### config.mk
export PLATFORM = sky130hd
export DESIGN_NAME = addressable_led_pwm_encoder_core_flat
export DESIGN_NICKNAME = d
export VERILOG_FILES = /design/src/sv/alpe_pkg.sv /design/src/sv/alpe_if.sv /design/src/sv/addressable_led_pwm_encoder_core.sv /design/src/sv/alpe_ram.sv /design/src/sv/alpe_scale.sv /design/src/sv/alpe_emitter.sv /design/src/flat_wrapper.sv
export SDC_FILE = /design/constraint.sdc
export NUM_CORES = 2
export LEC_CHECK = 0
export BUFFER_PORTS_ARGS = -buffer_cell sky130_fd_sc_hd__buf_2
export CORE_MARGIN = 4
export CORE_UTILIZATION = 57
export CTS_BUF_LIST = sky130_fd_sc_hd__clkbuf_4 sky130_fd_sc_hd__clkbuf_8 sky130_fd_sc_hd__clkbuf_16
export DETAILED_ROUTE_END_ITERATION = 10
export PLACE_DENSITY = 0.74
export SLEW_MARGIN = 30
export SYNTH_ARGS = -nofsm -noshare
export SYNTH_HDL_FRONTEND = slang
export SYNTH_SLANG_ARGS = --single-unit
### constraint.sdc
create_clock -name clk -period 13.2 [get_ports clk]
set_input_delay 1.32 -clock clk [delete_from_list [all_inputs] [get_ports clk]]
set_output_delay 1.32 -clock clk [all_outputs]
set_load 0.02 [all_outputs]
### src/sv/alpe_pkg.sv
// ----------------------------------------------------------------------------
// alpe_pkg
// Shared types, constants and the brightness gain table of the LED encoder.
// ----------------------------------------------------------------------------
package alpe_pkg;

  // Field widths of the item channels.
  localparam int OP_W       = 2;
  localparam int LED_IDX_W  = 6;
  localparam int CHAN_W     = 8;
  localparam int COLOR_W    = 3 * CHAN_W;
  localparam int WORD_W     = 16;
  localparam int BRIGHT_W   = 6;
  localparam int GAIN_W     = 17;
  localparam int CFG_IDX_W  = 2;
  localparam int CFG_DATA_W = 16;

  // Bits sent for one LED.
  localparam int BITS_PER_LED = COLOR_W;

  // Reciprocal of three in Q0.17; exact floor for dividends below 2^17.
  localparam logic [16:0] RECIP3_Q17 = 17'd43691;

  // Unity gain in Q1.16.
  localparam logic [GAIN_W-1:0] GAIN_UNITY = 17'd65536;

  // Register reset values.
  localparam logic [WORD_W-1:0]   PERIOD_RST  = 16'd104;
  localparam logic [BRIGHT_W-1:0] BRIGHT_RST  = 6'd45;
  localparam logic                SCALING_RST = 1'b1;

  // Configuration register indexes.
  localparam logic [CFG_IDX_W-1:0] CFG_PWM_PERIOD = 2'd0;
  localparam logic [CFG_IDX_W-1:0] CFG_BRIGHTNESS = 2'd1;
  localparam logic [CFG_IDX_W-1:0] CFG_SCALING    = 2'd2;

  // Operation codes of an input item.
  typedef enum logic [OP_W-1:0] {
    OP_WRITE = 2'd0,
    OP_SEND  = 2'd1,
    OP_GAP   = 2'd2
  } op_t;

  // The two compare words of a bit slot.
  typedef struct packed {
    logic [WORD_W-1:0] one_word;
    logic [WORD_W-1:0] zero_word;
  } word_pair_t;

  // Run handed to the emitter.
  typedef struct packed {
    logic                    is_gap;
    logic [BITS_PER_LED-1:0] bits;
  } emit_load_t;

  // Gain tan(angle) in Q1.16; angles above 45 degrees clamp to unity.
  function automatic logic [GAIN_W-1:0] gain_q16(input logic [BRIGHT_W-1:0] angle);
    logic [GAIN_W-1:0] g;
    case (angle)
      6'd0:  g = 17'd0;
      6'd1:  g = 17'd1144;
      6'd2:  g = 17'd2289;
      6'd3:  g = 17'd3435;
      6'd4:  g = 17'd4583;
      6'd5:  g = 17'd5734;
      6'd6:  g = 17'd6888;
      6'd7:  g = 17'd8047;
      6'd8:  g = 17'd9210;
      6'd9:  g = 17'd10380;
      6'd10: g = 17'd11556;
      6'd11: g = 17'd12739;
      6'd12: g = 17'd13930;
      6'd13: g = 17'd15130;
      6'd14: g = 17'd16340;
      6'd15: g = 17'd17560;
      6'd16: g = 17'd18792;
      6'd17: g = 17'd20036;
      6'd18: g = 17'd21294;
      6'd19: g = 17'd22566;
      6'd20: g = 17'd23853;
      6'd21: g = 17'd25157;
      6'd22: g = 17'd26478;
      6'd23: g = 17'd27818;
      6'd24: g = 17'd29179;
      6'd25: g = 17'd30560;
      6'd26: g = 17'd31964;
      6'd27: g = 17'd33392;
      6'd28: g = 17'd34846;
      6'd29: g = 17'd36327;
      6'd30: g = 17'd37837;
      6'd31: g = 17'd39378;
      6'd32: g = 17'd40951;
      6'd33: g = 17'd42560;
      6'd34: g = 17'd44205;
      6'd35: g = 17'd45889;
      6'd36: g = 17'd47615;
      6'd37: g = 17'd49385;
      6'd38: g = 17'd51202;
      6'd39: g = 17'd53070;
      6'd40: g = 17'd54991;
      6'd41: g = 17'd56970;
      6'd42: g = 17'd59009;
      6'd43: g = 17'd61113;
      6'd44: g = 17'd63287;
      default: g = GAIN_UNITY;
    endcase
    return g;
  endfunction

endpackage

### src/sv/alpe_if.sv
// ----------------------------------------------------------------------------
// alpe_if
// Valid/ready channels for input items and result items of the LED encoder.
// ----------------------------------------------------------------------------

// Input item channel.
interface alpe_in_if;
  logic                           valid;
  logic                           ready;
  logic [alpe_pkg::OP_W-1:0]      operation;
  logic [alpe_pkg::LED_IDX_W-1:0] led_index;
  logic [alpe_pkg::CHAN_W-1:0]    red;
  logic [alpe_pkg::CHAN_W-1:0]    green;
  logic [alpe_pkg::CHAN_W-1:0]    blue;

  modport source (output valid, operation, led_index, red, green, blue, input ready);
  modport sink   (input valid, operation, led_index, red, green, blue, output ready);
endinterface

// Result item channel.
interface alpe_out_if;
  logic                        valid;
  logic                        ready;
  logic [alpe_pkg::WORD_W-1:0] compare_value;
  logic                        last;

  modport source (output valid, compare_value, last, input ready);
  modport sink   (input valid, compare_value, last, output ready);
endinterface

### src/sv/addressable_led_pwm_encoder_core.sv
// ----------------------------------------------------------------------------
// addressable_led_pwm_encoder_core
// Stores LED colors and turns them into PWM compare words for an LED chain.
// ----------------------------------------------------------------------------
// Flow: a send or gap item is held in the lookup register and then loaded into the
// output shifter, whose first compare word is then valid on the output.
// Throughput: the output shifter gives one word per cycle while the output is ready;
// a send item gives one word for each color bit and a gap item RESET_SLOTS words. Input
// waits while a send or gap sits in the lookup register, which holds the next run while the shifter is busy.
// Reset: synchronous, active low; registers return to their defaults and per-entry
// valid flags clear at once, so every LED reads as black.
module addressable_led_pwm_encoder_core #(
  parameter int LED_COUNT   = 64,
  parameter int RESET_SLOTS = 50
) (
  input  logic                               clk,
  input  logic                               rst_n,
  input  logic                               cfg_we,
  input  logic [alpe_pkg::CFG_IDX_W-1:0]     cfg_index,
  input  logic [alpe_pkg::CFG_DATA_W-1:0]    cfg_wdata,
  alpe_in_if.sink                            in_ch,
  alpe_out_if.source                         out_ch
);

  // Only indexes reachable by the index field need storage.
  localparam int IDX_SPAN    = 2 ** alpe_pkg::LED_IDX_W;
  localparam int STORE_DEPTH = (LED_COUNT < IDX_SPAN) ? LED_COUNT : IDX_SPAN;
  localparam int ADDR_W      = (STORE_DEPTH > 1) ? $clog2(STORE_DEPTH) : 1;

  logic [alpe_pkg::WORD_W-1:0]   pwm_period_r;
  logic [alpe_pkg::BRIGHT_W-1:0] brightness_r;
  logic                          scaling_r;

  logic                          in_fire;
  logic                          in_range;
  logic [ADDR_W-1:0]             in_addr;
  logic                          store_we;
  logic                          store_re;
  logic [alpe_pkg::COLOR_W-1:0]  store_rdata;
  logic [STORE_DEPTH-1:0]        valid_r;
  logic [STORE_DEPTH-1:0]        valid_nxt;

  logic                          s1_valid_r;
  logic                          s1_valid_nxt;
  logic                          s1_gap_r;
  logic                          s1_gap_nxt;
  logic                          s1_hit_r;
  logic                          s1_hit_nxt;

  logic [alpe_pkg::COLOR_W-1:0]  scaled_color;
  alpe_pkg::word_pair_t          words;
  alpe_pkg::emit_load_t          load;
  logic                          load_take;

  // Configuration registers.
  always_ff @(posedge clk) begin
    if (!rst_n) begin
      pwm_period_r <= alpe_pkg::PERIOD_RST;
      brightness_r <= alpe_pkg::BRIGHT_RST;
      scaling_r    <= alpe_pkg::SCALING_RST;
    end else if (cfg_we) begin
      case (cfg_index)
        alpe_pkg::CFG_PWM_PERIOD: pwm_period_r <= cfg_wdata;
        alpe_pkg::CFG_BRIGHTNESS: brightness_r <= cfg_wdata[alpe_pkg::BRIGHT_W-1:0];
        alpe_pkg::CFG_SCALING:    scaling_r    <= cfg_wdata[0];
        default: ;
      endcase
    end
  end

  // Input stage accepts whenever the lookup register is free.
  assign in_ch.ready = !s1_valid_r;
  assign in_fire     = in_ch.valid && in_ch.ready;
  assign in_range    = 32'(in_ch.led_index) < LED_COUNT;
  assign in_addr     = ADDR_W'(in_ch.led_index);

  // Decode the item: writes go to the store, sends and gaps to the lookup stage.
  always_comb begin
    store_we     = 1'b0;
    store_re     = 1'b0;
    valid_nxt    = valid_r;
    s1_valid_nxt = s1_valid_r && !load_take;
    s1_gap_nxt   = s1_gap_r;
    s1_hit_nxt   = s1_hit_r;
    if (in_fire) begin
      case (alpe_pkg::op_t'(in_ch.operation))
        alpe_pkg::OP_WRITE: begin
          if (in_range) begin
            store_we           = 1'b1;
            valid_nxt[in_addr] = 1'b1;
          end
        end
        alpe_pkg::OP_SEND: begin
          store_re     = 1'b1;
          s1_valid_nxt = 1'b1;
          s1_gap_nxt   = 1'b0;
          s1_hit_nxt   = in_range && valid_r[in_addr];
        end
        alpe_pkg::OP_GAP: begin
          s1_valid_nxt = 1'b1;
          s1_gap_nxt   = 1'b1;
          s1_hit_nxt   = 1'b0;
        end
        default: ;
      endcase
    end
  end

  always_ff @(posedge clk) begin
    if (!rst_n) begin
      valid_r    <= '0;
      s1_valid_r <= 1'b0;
      s1_gap_r   <= 1'b0;
      s1_hit_r   <= 1'b0;
    end else begin
      valid_r    <= valid_nxt;
      s1_valid_r <= s1_valid_nxt;
      s1_gap_r   <= s1_gap_nxt;
      s1_hit_r   <= s1_hit_nxt;
    end
  end

  // Color store, packed green, red, blue from the top byte down.
  alpe_ram #(
    .WIDTH (alpe_pkg::COLOR_W),
    .DEPTH (STORE_DEPTH)
  ) u_store (
    .clk   (clk),
    .we    (store_we),
    .waddr (in_addr),
    .wdata ({in_ch.green, in_ch.red, in_ch.blue}),
    .re    (store_re),
    .raddr (in_addr),
    .rdata (store_rdata)
  );

  // Gain, compare words and color scaling.
  alpe_scale u_scale (
    .clk            (clk),
    .pwm_period     (pwm_period_r),
    .brightness     (brightness_r),
    .scaling_enable (scaling_r),
    .color_hit      (s1_hit_r),
    .color          (store_rdata),
    .scaled_color   (scaled_color),
    .words          (words)
  );

  assign load.is_gap = s1_gap_r;
  assign load.bits   = scaled_color;

  // Output shifter and result register.
  alpe_emitter #(
    .RESET_SLOTS (RESET_SLOTS)
  ) u_emitter (
    .clk        (clk),
    .rst_n      (rst_n),
    .load_valid (s1_valid_r),
    .load       (load),
    .load_take  (load_take),
    .words      (words),
    .out_ch     (out_ch)
  );

endmodule

### src/sv/alpe_ram.sv
// ----------------------------------------------------------------------------
// alpe_ram
// Generic single-write, single-read RAM with a registered read port.
// ----------------------------------------------------------------------------
module alpe_ram #(
  parameter int WIDTH = 24,
  parameter int DEPTH = 64
) (
  input  logic                                      clk,
  input  logic                                      we,
  input  logic [(DEPTH > 1 ? $clog2(DEPTH) : 1)-1:0] waddr,
  input  logic [WIDTH-1:0]                          wdata,
  input  logic                                      re,
  input  logic [(DEPTH > 1 ? $clog2(DEPTH) : 1)-1:0] raddr,
  output logic [WIDTH-1:0]                          rdata
);

  logic [WIDTH-1:0] mem [DEPTH];
  logic [WIDTH-1:0] rdata_r;

  // Write port.
  always_ff @(posedge clk) begin
    if (we) begin
      mem[waddr] <= wdata;
    end
  end

  // Registered read port; the data holds while no read is issued.
  always_ff @(posedge clk) begin
    if (re) begin
      rdata_r <= mem[raddr];
    end
  end

  assign rdata = rdata_r;

endmodule

### src/sv/alpe_scale.sv
// ----------------------------------------------------------------------------
// alpe_scale
// Brightness gain and bit-slot compare words, and scaling of one LED color.
// ----------------------------------------------------------------------------
module alpe_scale (
  input  logic                             clk,
  input  logic [alpe_pkg::WORD_W-1:0]      pwm_period,
  input  logic [alpe_pkg::BRIGHT_W-1:0]    brightness,
  input  logic                             scaling_enable,
  input  logic                             color_hit,
  input  logic [alpe_pkg::COLOR_W-1:0]     color,
  output logic [alpe_pkg::COLOR_W-1:0]     scaled_color,
  output alpe_pkg::word_pair_t             words
);

  logic [alpe_pkg::GAIN_W-1:0] gain_r;
  logic [alpe_pkg::GAIN_W-1:0] gain_nxt;
  alpe_pkg::word_pair_t        words_r;
  alpe_pkg::word_pair_t        words_nxt;
  logic [32:0]                 zero_prod;
  logic [33:0]                 one_prod;
  logic [alpe_pkg::COLOR_W-1:0] color_in;

  // Gain follows the registers; disabled scaling is unity gain.
  always_comb begin
    if (scaling_enable) begin
      gain_nxt = alpe_pkg::gain_q16(brightness);
    end else begin
      gain_nxt = alpe_pkg::GAIN_UNITY;
    end
  end

  // Divide period and twice the period by three through the reciprocal.
  always_comb begin
    zero_prod = 33'(pwm_period) * 33'(alpe_pkg::RECIP3_Q17);
    one_prod  = 34'({pwm_period, 1'b0}) * 34'(alpe_pkg::RECIP3_Q17);
    words_nxt.zero_word = zero_prod[32:17];
    words_nxt.one_word  = one_prod[32:17];
  end

  always_ff @(posedge clk) begin
    gain_r  <= gain_nxt;
    words_r <= words_nxt;
  end

  assign words = words_r;

  // A missed or never-written LED reads as black.
  assign color_in = color_hit ? color : '0;

  // Scale each channel by the gain and keep the integer part.
  always_comb begin
    logic [alpe_pkg::CHAN_W+alpe_pkg::GAIN_W-1:0] prod;
    for (int c = 0; c < 3; c++) begin
      prod = (alpe_pkg::CHAN_W + alpe_pkg::GAIN_W)'(color_in[c*alpe_pkg::CHAN_W +: alpe_pkg::CHAN_W])
           * (alpe_pkg::CHAN_W + alpe_pkg::GAIN_W)'(gain_r);
      scaled_color[c*alpe_pkg::CHAN_W +: alpe_pkg::CHAN_W] = prod[16 +: alpe_pkg::CHAN_W];
    end
  end

endmodule

### src/sv/alpe_emitter.sv
// ----------------------------------------------------------------------------
// alpe_emitter
// Shifts a loaded run out as compare words, one item per cycle while the output is ready.
// ----------------------------------------------------------------------------
module alpe_emitter #(
  parameter int RESET_SLOTS = 50
) (
  input  logic                  clk,
  input  logic                  rst_n,
  input  logic                  load_valid,
  input  alpe_pkg::emit_load_t  load,
  output logic                  load_take,
  input  alpe_pkg::word_pair_t  words,
  alpe_out_if.source            out_ch
);

  localparam int RUN_MAX = (RESET_SLOTS > alpe_pkg::BITS_PER_LED) ? RESET_SLOTS
                                                                  : alpe_pkg::BITS_PER_LED;
  localparam int CNT_W   = $clog2(RUN_MAX);

  logic                              busy_r;
  logic                              busy_nxt;
  logic                              gap_r;
  logic                              gap_nxt;
  logic [CNT_W-1:0]                  cnt_r;
  logic [CNT_W-1:0]                  cnt_nxt;
  logic [alpe_pkg::BITS_PER_LED-1:0] shift_r;
  logic [alpe_pkg::BITS_PER_LED-1:0] shift_nxt;
  logic                              last_word;
  logic                              out_fire;

  assign last_word = (cnt_r == '0);
  assign out_fire  = busy_r && out_ch.ready;
  assign load_take = load_valid && (!busy_r || (out_fire && last_word));

  // Load a new run, step through the current one, or fall idle.
  always_comb begin
    busy_nxt  = busy_r;
    gap_nxt   = gap_r;
    cnt_nxt   = cnt_r;
    shift_nxt = shift_r;
    if (load_take) begin
      busy_nxt  = 1'b1;
      gap_nxt   = load.is_gap;
      shift_nxt = load.bits;
      if (load.is_gap) begin
        cnt_nxt = CNT_W'(RESET_SLOTS - 1);
      end else begin
        cnt_nxt = CNT_W'(alpe_pkg::BITS_PER_LED - 1);
      end
    end else if (out_fire) begin
      if (last_word) begin
        busy_nxt = 1'b0;
      end else begin
        cnt_nxt   = cnt_r - 1'b1;
        shift_nxt = {shift_r[alpe_pkg::BITS_PER_LED-2:0], 1'b0};
      end
    end
  end

  always_ff @(posedge clk) begin
    if (!rst_n) begin
      busy_r <= 1'b0;
      gap_r  <= 1'b0;
      cnt_r  <= '0;
    end else begin
      busy_r <= busy_nxt;
      gap_r  <= gap_nxt;
      cnt_r  <= cnt_nxt;
    end
  end

  always_ff @(posedge clk) begin
    shift_r <= shift_nxt;
  end

  // Gap slots carry zero; bit slots pick the word for the top bit.
  always_comb begin
    out_ch.valid = busy_r;
    out_ch.last  = last_word;
    if (gap_r) begin
      out_ch.compare_value = '0;
    end else if (shift_r[alpe_pkg::BITS_PER_LED-1]) begin
      out_ch.compare_value = words.one_word;
    end else begin
      out_ch.compare_value = words.zero_word;
    end
  end

endmodule
### src/flat_wrapper.sv
// flat-port wrapper written by rule: the top's interface ports become plain ports
module addressable_led_pwm_encoder_core_flat 
#(
  parameter int LED_COUNT   = 64,
  parameter int RESET_SLOTS = 50
)
  (clk, rst_n, cfg_we, cfg_index, cfg_wdata, in_ch_valid, in_ch_operation, in_ch_led_index, in_ch_red, in_ch_green, in_ch_blue, in_ch_ready, out_ch_valid, out_ch_compare_value, out_ch_last, out_ch_ready);
  alpe_in_if in_ch_i ();
  alpe_out_if out_ch_i ();
  input  logic clk;
  input  logic rst_n;
  input  logic cfg_we;
  input  logic [alpe_pkg::CFG_IDX_W-1:0] cfg_index;
  input  logic [alpe_pkg::CFG_DATA_W-1:0] cfg_wdata;
  input wire logic [$bits(in_ch_i.valid)-1:0] in_ch_valid;
  input wire logic [$bits(in_ch_i.operation)-1:0] in_ch_operation;
  input wire logic [$bits(in_ch_i.led_index)-1:0] in_ch_led_index;
  input wire logic [$bits(in_ch_i.red)-1:0] in_ch_red;
  input wire logic [$bits(in_ch_i.green)-1:0] in_ch_green;
  input wire logic [$bits(in_ch_i.blue)-1:0] in_ch_blue;
  output wire logic [$bits(in_ch_i.ready)-1:0] in_ch_ready;
  output wire logic [$bits(out_ch_i.valid)-1:0] out_ch_valid;
  output wire logic [$bits(out_ch_i.compare_value)-1:0] out_ch_compare_value;
  output wire logic [$bits(out_ch_i.last)-1:0] out_ch_last;
  input wire logic [$bits(out_ch_i.ready)-1:0] out_ch_ready;
  assign in_ch_i.valid = in_ch_valid;
  assign in_ch_i.operation = in_ch_operation;
  assign in_ch_i.led_index = in_ch_led_index;
  assign in_ch_i.red = in_ch_red;
  assign in_ch_i.green = in_ch_green;
  assign in_ch_i.blue = in_ch_blue;
  assign in_ch_ready = in_ch_i.ready;
  assign out_ch_valid = out_ch_i.valid;
  assign out_ch_compare_value = out_ch_i.compare_value;
  assign out_ch_last = out_ch_i.last;
  assign out_ch_i.ready = out_ch_ready;
  addressable_led_pwm_encoder_core #(.LED_COUNT(LED_COUNT), .RESET_SLOTS(RESET_SLOTS)) u_core (.clk(clk), .rst_n(rst_n), .cfg_we(cfg_we), .cfg_index(cfg_index), .cfg_wdata(cfg_wdata), .in_ch(in_ch_i), .out_ch(out_ch_i));
endmodule
==> flow_summary.ini <==
[status]
status = completed

[detailed_routing]
drt_iter0_markers = 7056
detail_route.wirelength_microns = 237000
first_pass_iters = 8
final_antenna_net_count = 0
drc = 0
vias = 52800
vias_per_cell = 6.67
avgRoutedWirePerCell_microns = 30.0

[worst_hold_path]
hp-start = u_core.valid_r[3]
hp-class = reg -> reg
holdPathStages = 2
hold_end = u_core.valid_r[3]

[timing]
setup_ws_ps = 6830
fin_skew_ps = 67.7
fin_tns_setup_ps = 0
fmax_mhz = 157
slew_headroom_pct = 21.8
max_slew.worst_pin.slew_ps = 1170
hold_viol = 0
period_share_pct = 48.2
slew_violations = 0
min_period_ps = 6370
setup_viol = 0
rsz0062_at_grt = false

[power]
power_density_mw_per_mm2 = 132
ir_worst_vdd_uv = 135
finalPower_w = 0.0119
leakagePower_nw = 34.6

[logic_synthesis]
yosysWarnings = 0
synth_simple_gate_area_share_pct = 6.87
muxShareOfSynthArea_pct = 5.42
syn_area_sq_mm = 0.0822
synth-edff-count = 1584
synth_compound_area_share_pct = 9.42
async_flop_share_pct = 0
syn-num-nets = 6487
synth-seq-cells = 1715
synth_top_family_by_area = adder cells
synth-xor-area-share_pct = 0.543
syn-instance-count = 5826
synth.distinct_cells = 87
synth-adder-area-share_pct = 12.4
synth.avg_cell_area_sq_um = 14.1
synthFlopType = edfxtp_1
ys_seq_area_share_pct = 61.1

[floorplanning]
coreArea_sq_mm = 0.143
row_count = 139
die_x_microns = 388
initial_core_util_pct = 57.3
dieArea_sq_mm = 0.150
dieHeight_microns = 388
io_pins = 74

[cells_and_area]
final_common_cell = edfxtp_1
layout-drive-gt1-share_pct = 12.8
num-nets-final = 6532
final_cell_mix = edfxtp_1, inv_1, fa_1
fill_cells = 10300
syn_to_final_growth_pct = 9.99

[clock_network]
htree_levels = 4
worstSkewPairLatency_ps = 810
cts_sinks = 1715
cts_tree = done
cts_resized = 0
cts-root-buf = clkbuf_16
numCtsBuffers = 164
path_clk_slew_ps = 60
cts_setup_buffers = 0
cts.path.max_buffers = 3
ctsHoldBuffers = 0

[worst_setup_path]
cp_max_fo = 110
critPathLaunchType = flip-flop
ff2ff_setup_slack_ps = 6830
endpoint_kind = flip-flop
timing.rr.end = u_core.u_emitter.shift_r[22]
required_ps = 13670
worst_ep_arrival_time_ps = 6840
reg2reg_depth = 17
criticalPathCategory = reg -> reg
timing.rr.start = u_core.s1_hit_r

[grt]
grt_pass1_wl_microns = 348000
grt_max_degree = 165
antenna_found_initial = 11
track_usage_pct = 31.3
overflow = 0
grt_pass1_vias = 52500

[placement]
gp_congestion = 0.982
place_hpwl_microns = 141000
port_buffers = 73
dp_slack_ps = 6880

[job]
max_cap_viol_count = 0
[worst max-delay path: stages (launching register included)]
cell	delay [ps]
dfxtp_4	870
buf_4	730
and3_1	290
fa_1	450
fa_1	500
fa_1	500
inv_1	50
fa_1	470
inv_1	40
ha_1	320
and3_1	210
a221oi_1	350
o21ai_0	200
a21oi_1	190
nand2_1	160
a211oi_1	390
xor2_1	180
o21ai_1	90
[report_power, final]
group / leakage [nW] / switching (W) / internal [W] / total, W
Sequential: 15.3 / 0.0000553 / 0.00598 / 0.00603
Combinational: 16.5 / 0.000764 / 0.000355 / 0.00112
Clock: 2.74 / 0.00206 / 0.00270 / 0.00476
[cell families (layout without fill, tap and decap cells)]
| kind of cell | count (synthesis) | after routing |
|---|---|---|
| adder cells (fa/ha/maj) | 606 | 606 |
| XOR/XNOR | 51 | 51 |
| buffers and inverters | 837 | 1021 |
| other | 0 | 5 |
| AO/OA/AOI/OAI | 1118 | 1118 |
| flip-flops | 1715 | 1715 |
| multiplexers | 344 | 344 |
| AND/OR/NAND/NOR | 1155 | 1155 |
[worst max-delay path by stage]
stage	start	end	slack, ps	cells after the start
floorplan	u_core.s1_hit_r	u_core.u_emitter.shift_r[14]	8120	19
global placement	u_core.s1_hit_r	u_core.u_emitter.shift_r[22]	7090	19
detailed placement	u_core.s1_hit_r	u_core.u_emitter.shift_r[22]	6880	19
CTS	u_core.s1_hit_r	u_core.u_emitter.shift_r[22]	6820	19
global route	u_core.s1_hit_r	u_core.u_emitter.shift_r[22]	6400	17
finish	u_core.s1_hit_r	u_core.u_emitter.shift_r[22]	6830	17
[cells in the mapped netlist, types with 59 or more instances]
cell,instances,area (sq um)
mux2i_1,192,1920
dfxtp_1,131,2620
a21oi_1,258,1290
mux4_2,73,1640
a22oi_1,191,1430
fa_1,346,6930
nor2_1,398,1490
o22ai_1,71,444
a221oi_1,184,1610
edfxtp_1,1584,47600
and3_1,327,2050
nand2_1,208,781
clkbuf_1,199,747
buf_2,99,495
inv_1,465,1750
nand3_1,78,390
a22o_1,59,517
ha_1,260,3250
o21ai_0,123,616
[sequential cells by signal, summed over array words and instances (netlist names)]
register                       cells
u_core.s1_hit_r                    1
u_core.u_emitter.gap_r             1
u_core.u_scale.gain_r             17
u_core.u_emitter.cnt_r             6
u_core.scaling_r                   1
u_core.pwm_period_r               16
u_core.u_store.rdata              24
u_core.u_scale.words              16
u_core.u_store.mem              1536
u_core.s1_valid_r                  1
u_core.brightness_r                6
u_core.s1_gap_r                    1
u_core.valid_r                    64
u_core.u_emitter.out_ch.valid      1
u_core.u_emitter.shift_r          24
[per-stage QoR]
stage / utilization [%] / instances / hold WS (ps) / cell area [sq um]
after floorplan: - / 5826 / 433 / 82200
after global placement: 59.1 / 7603 / 444 / 84800
after detailed placement: 59.1 / 7606 / 457 / 84800
after CTS: 62.9 / 7911 / 474 / 90300
after global routing: 63.0 / 7913 / 492 / 90400
final: 63.0 / 7918 / 471 / 90400
[layout make-up]
type,instances,area (sq um),share of cell area [%]
timing repair buffer,248,1780,1.97
sequential,1715,50200,55.5
clock inverter,92,960,1.06
tap,1903,2380,2.63
antenna,5,12.5,0.0138
inverter,468,1760,1.95
clock buffer,213,4560,5.05
multi-input combinational,3274,28800,31.8
[metal layers]
layer  track usage [%]  wire, microns
met3              8.88          30200
met1              40.6          84000
met2              48.1         107000
met5                 0              8
met4              17.0          15700
(Power assumes the default switching activity.)
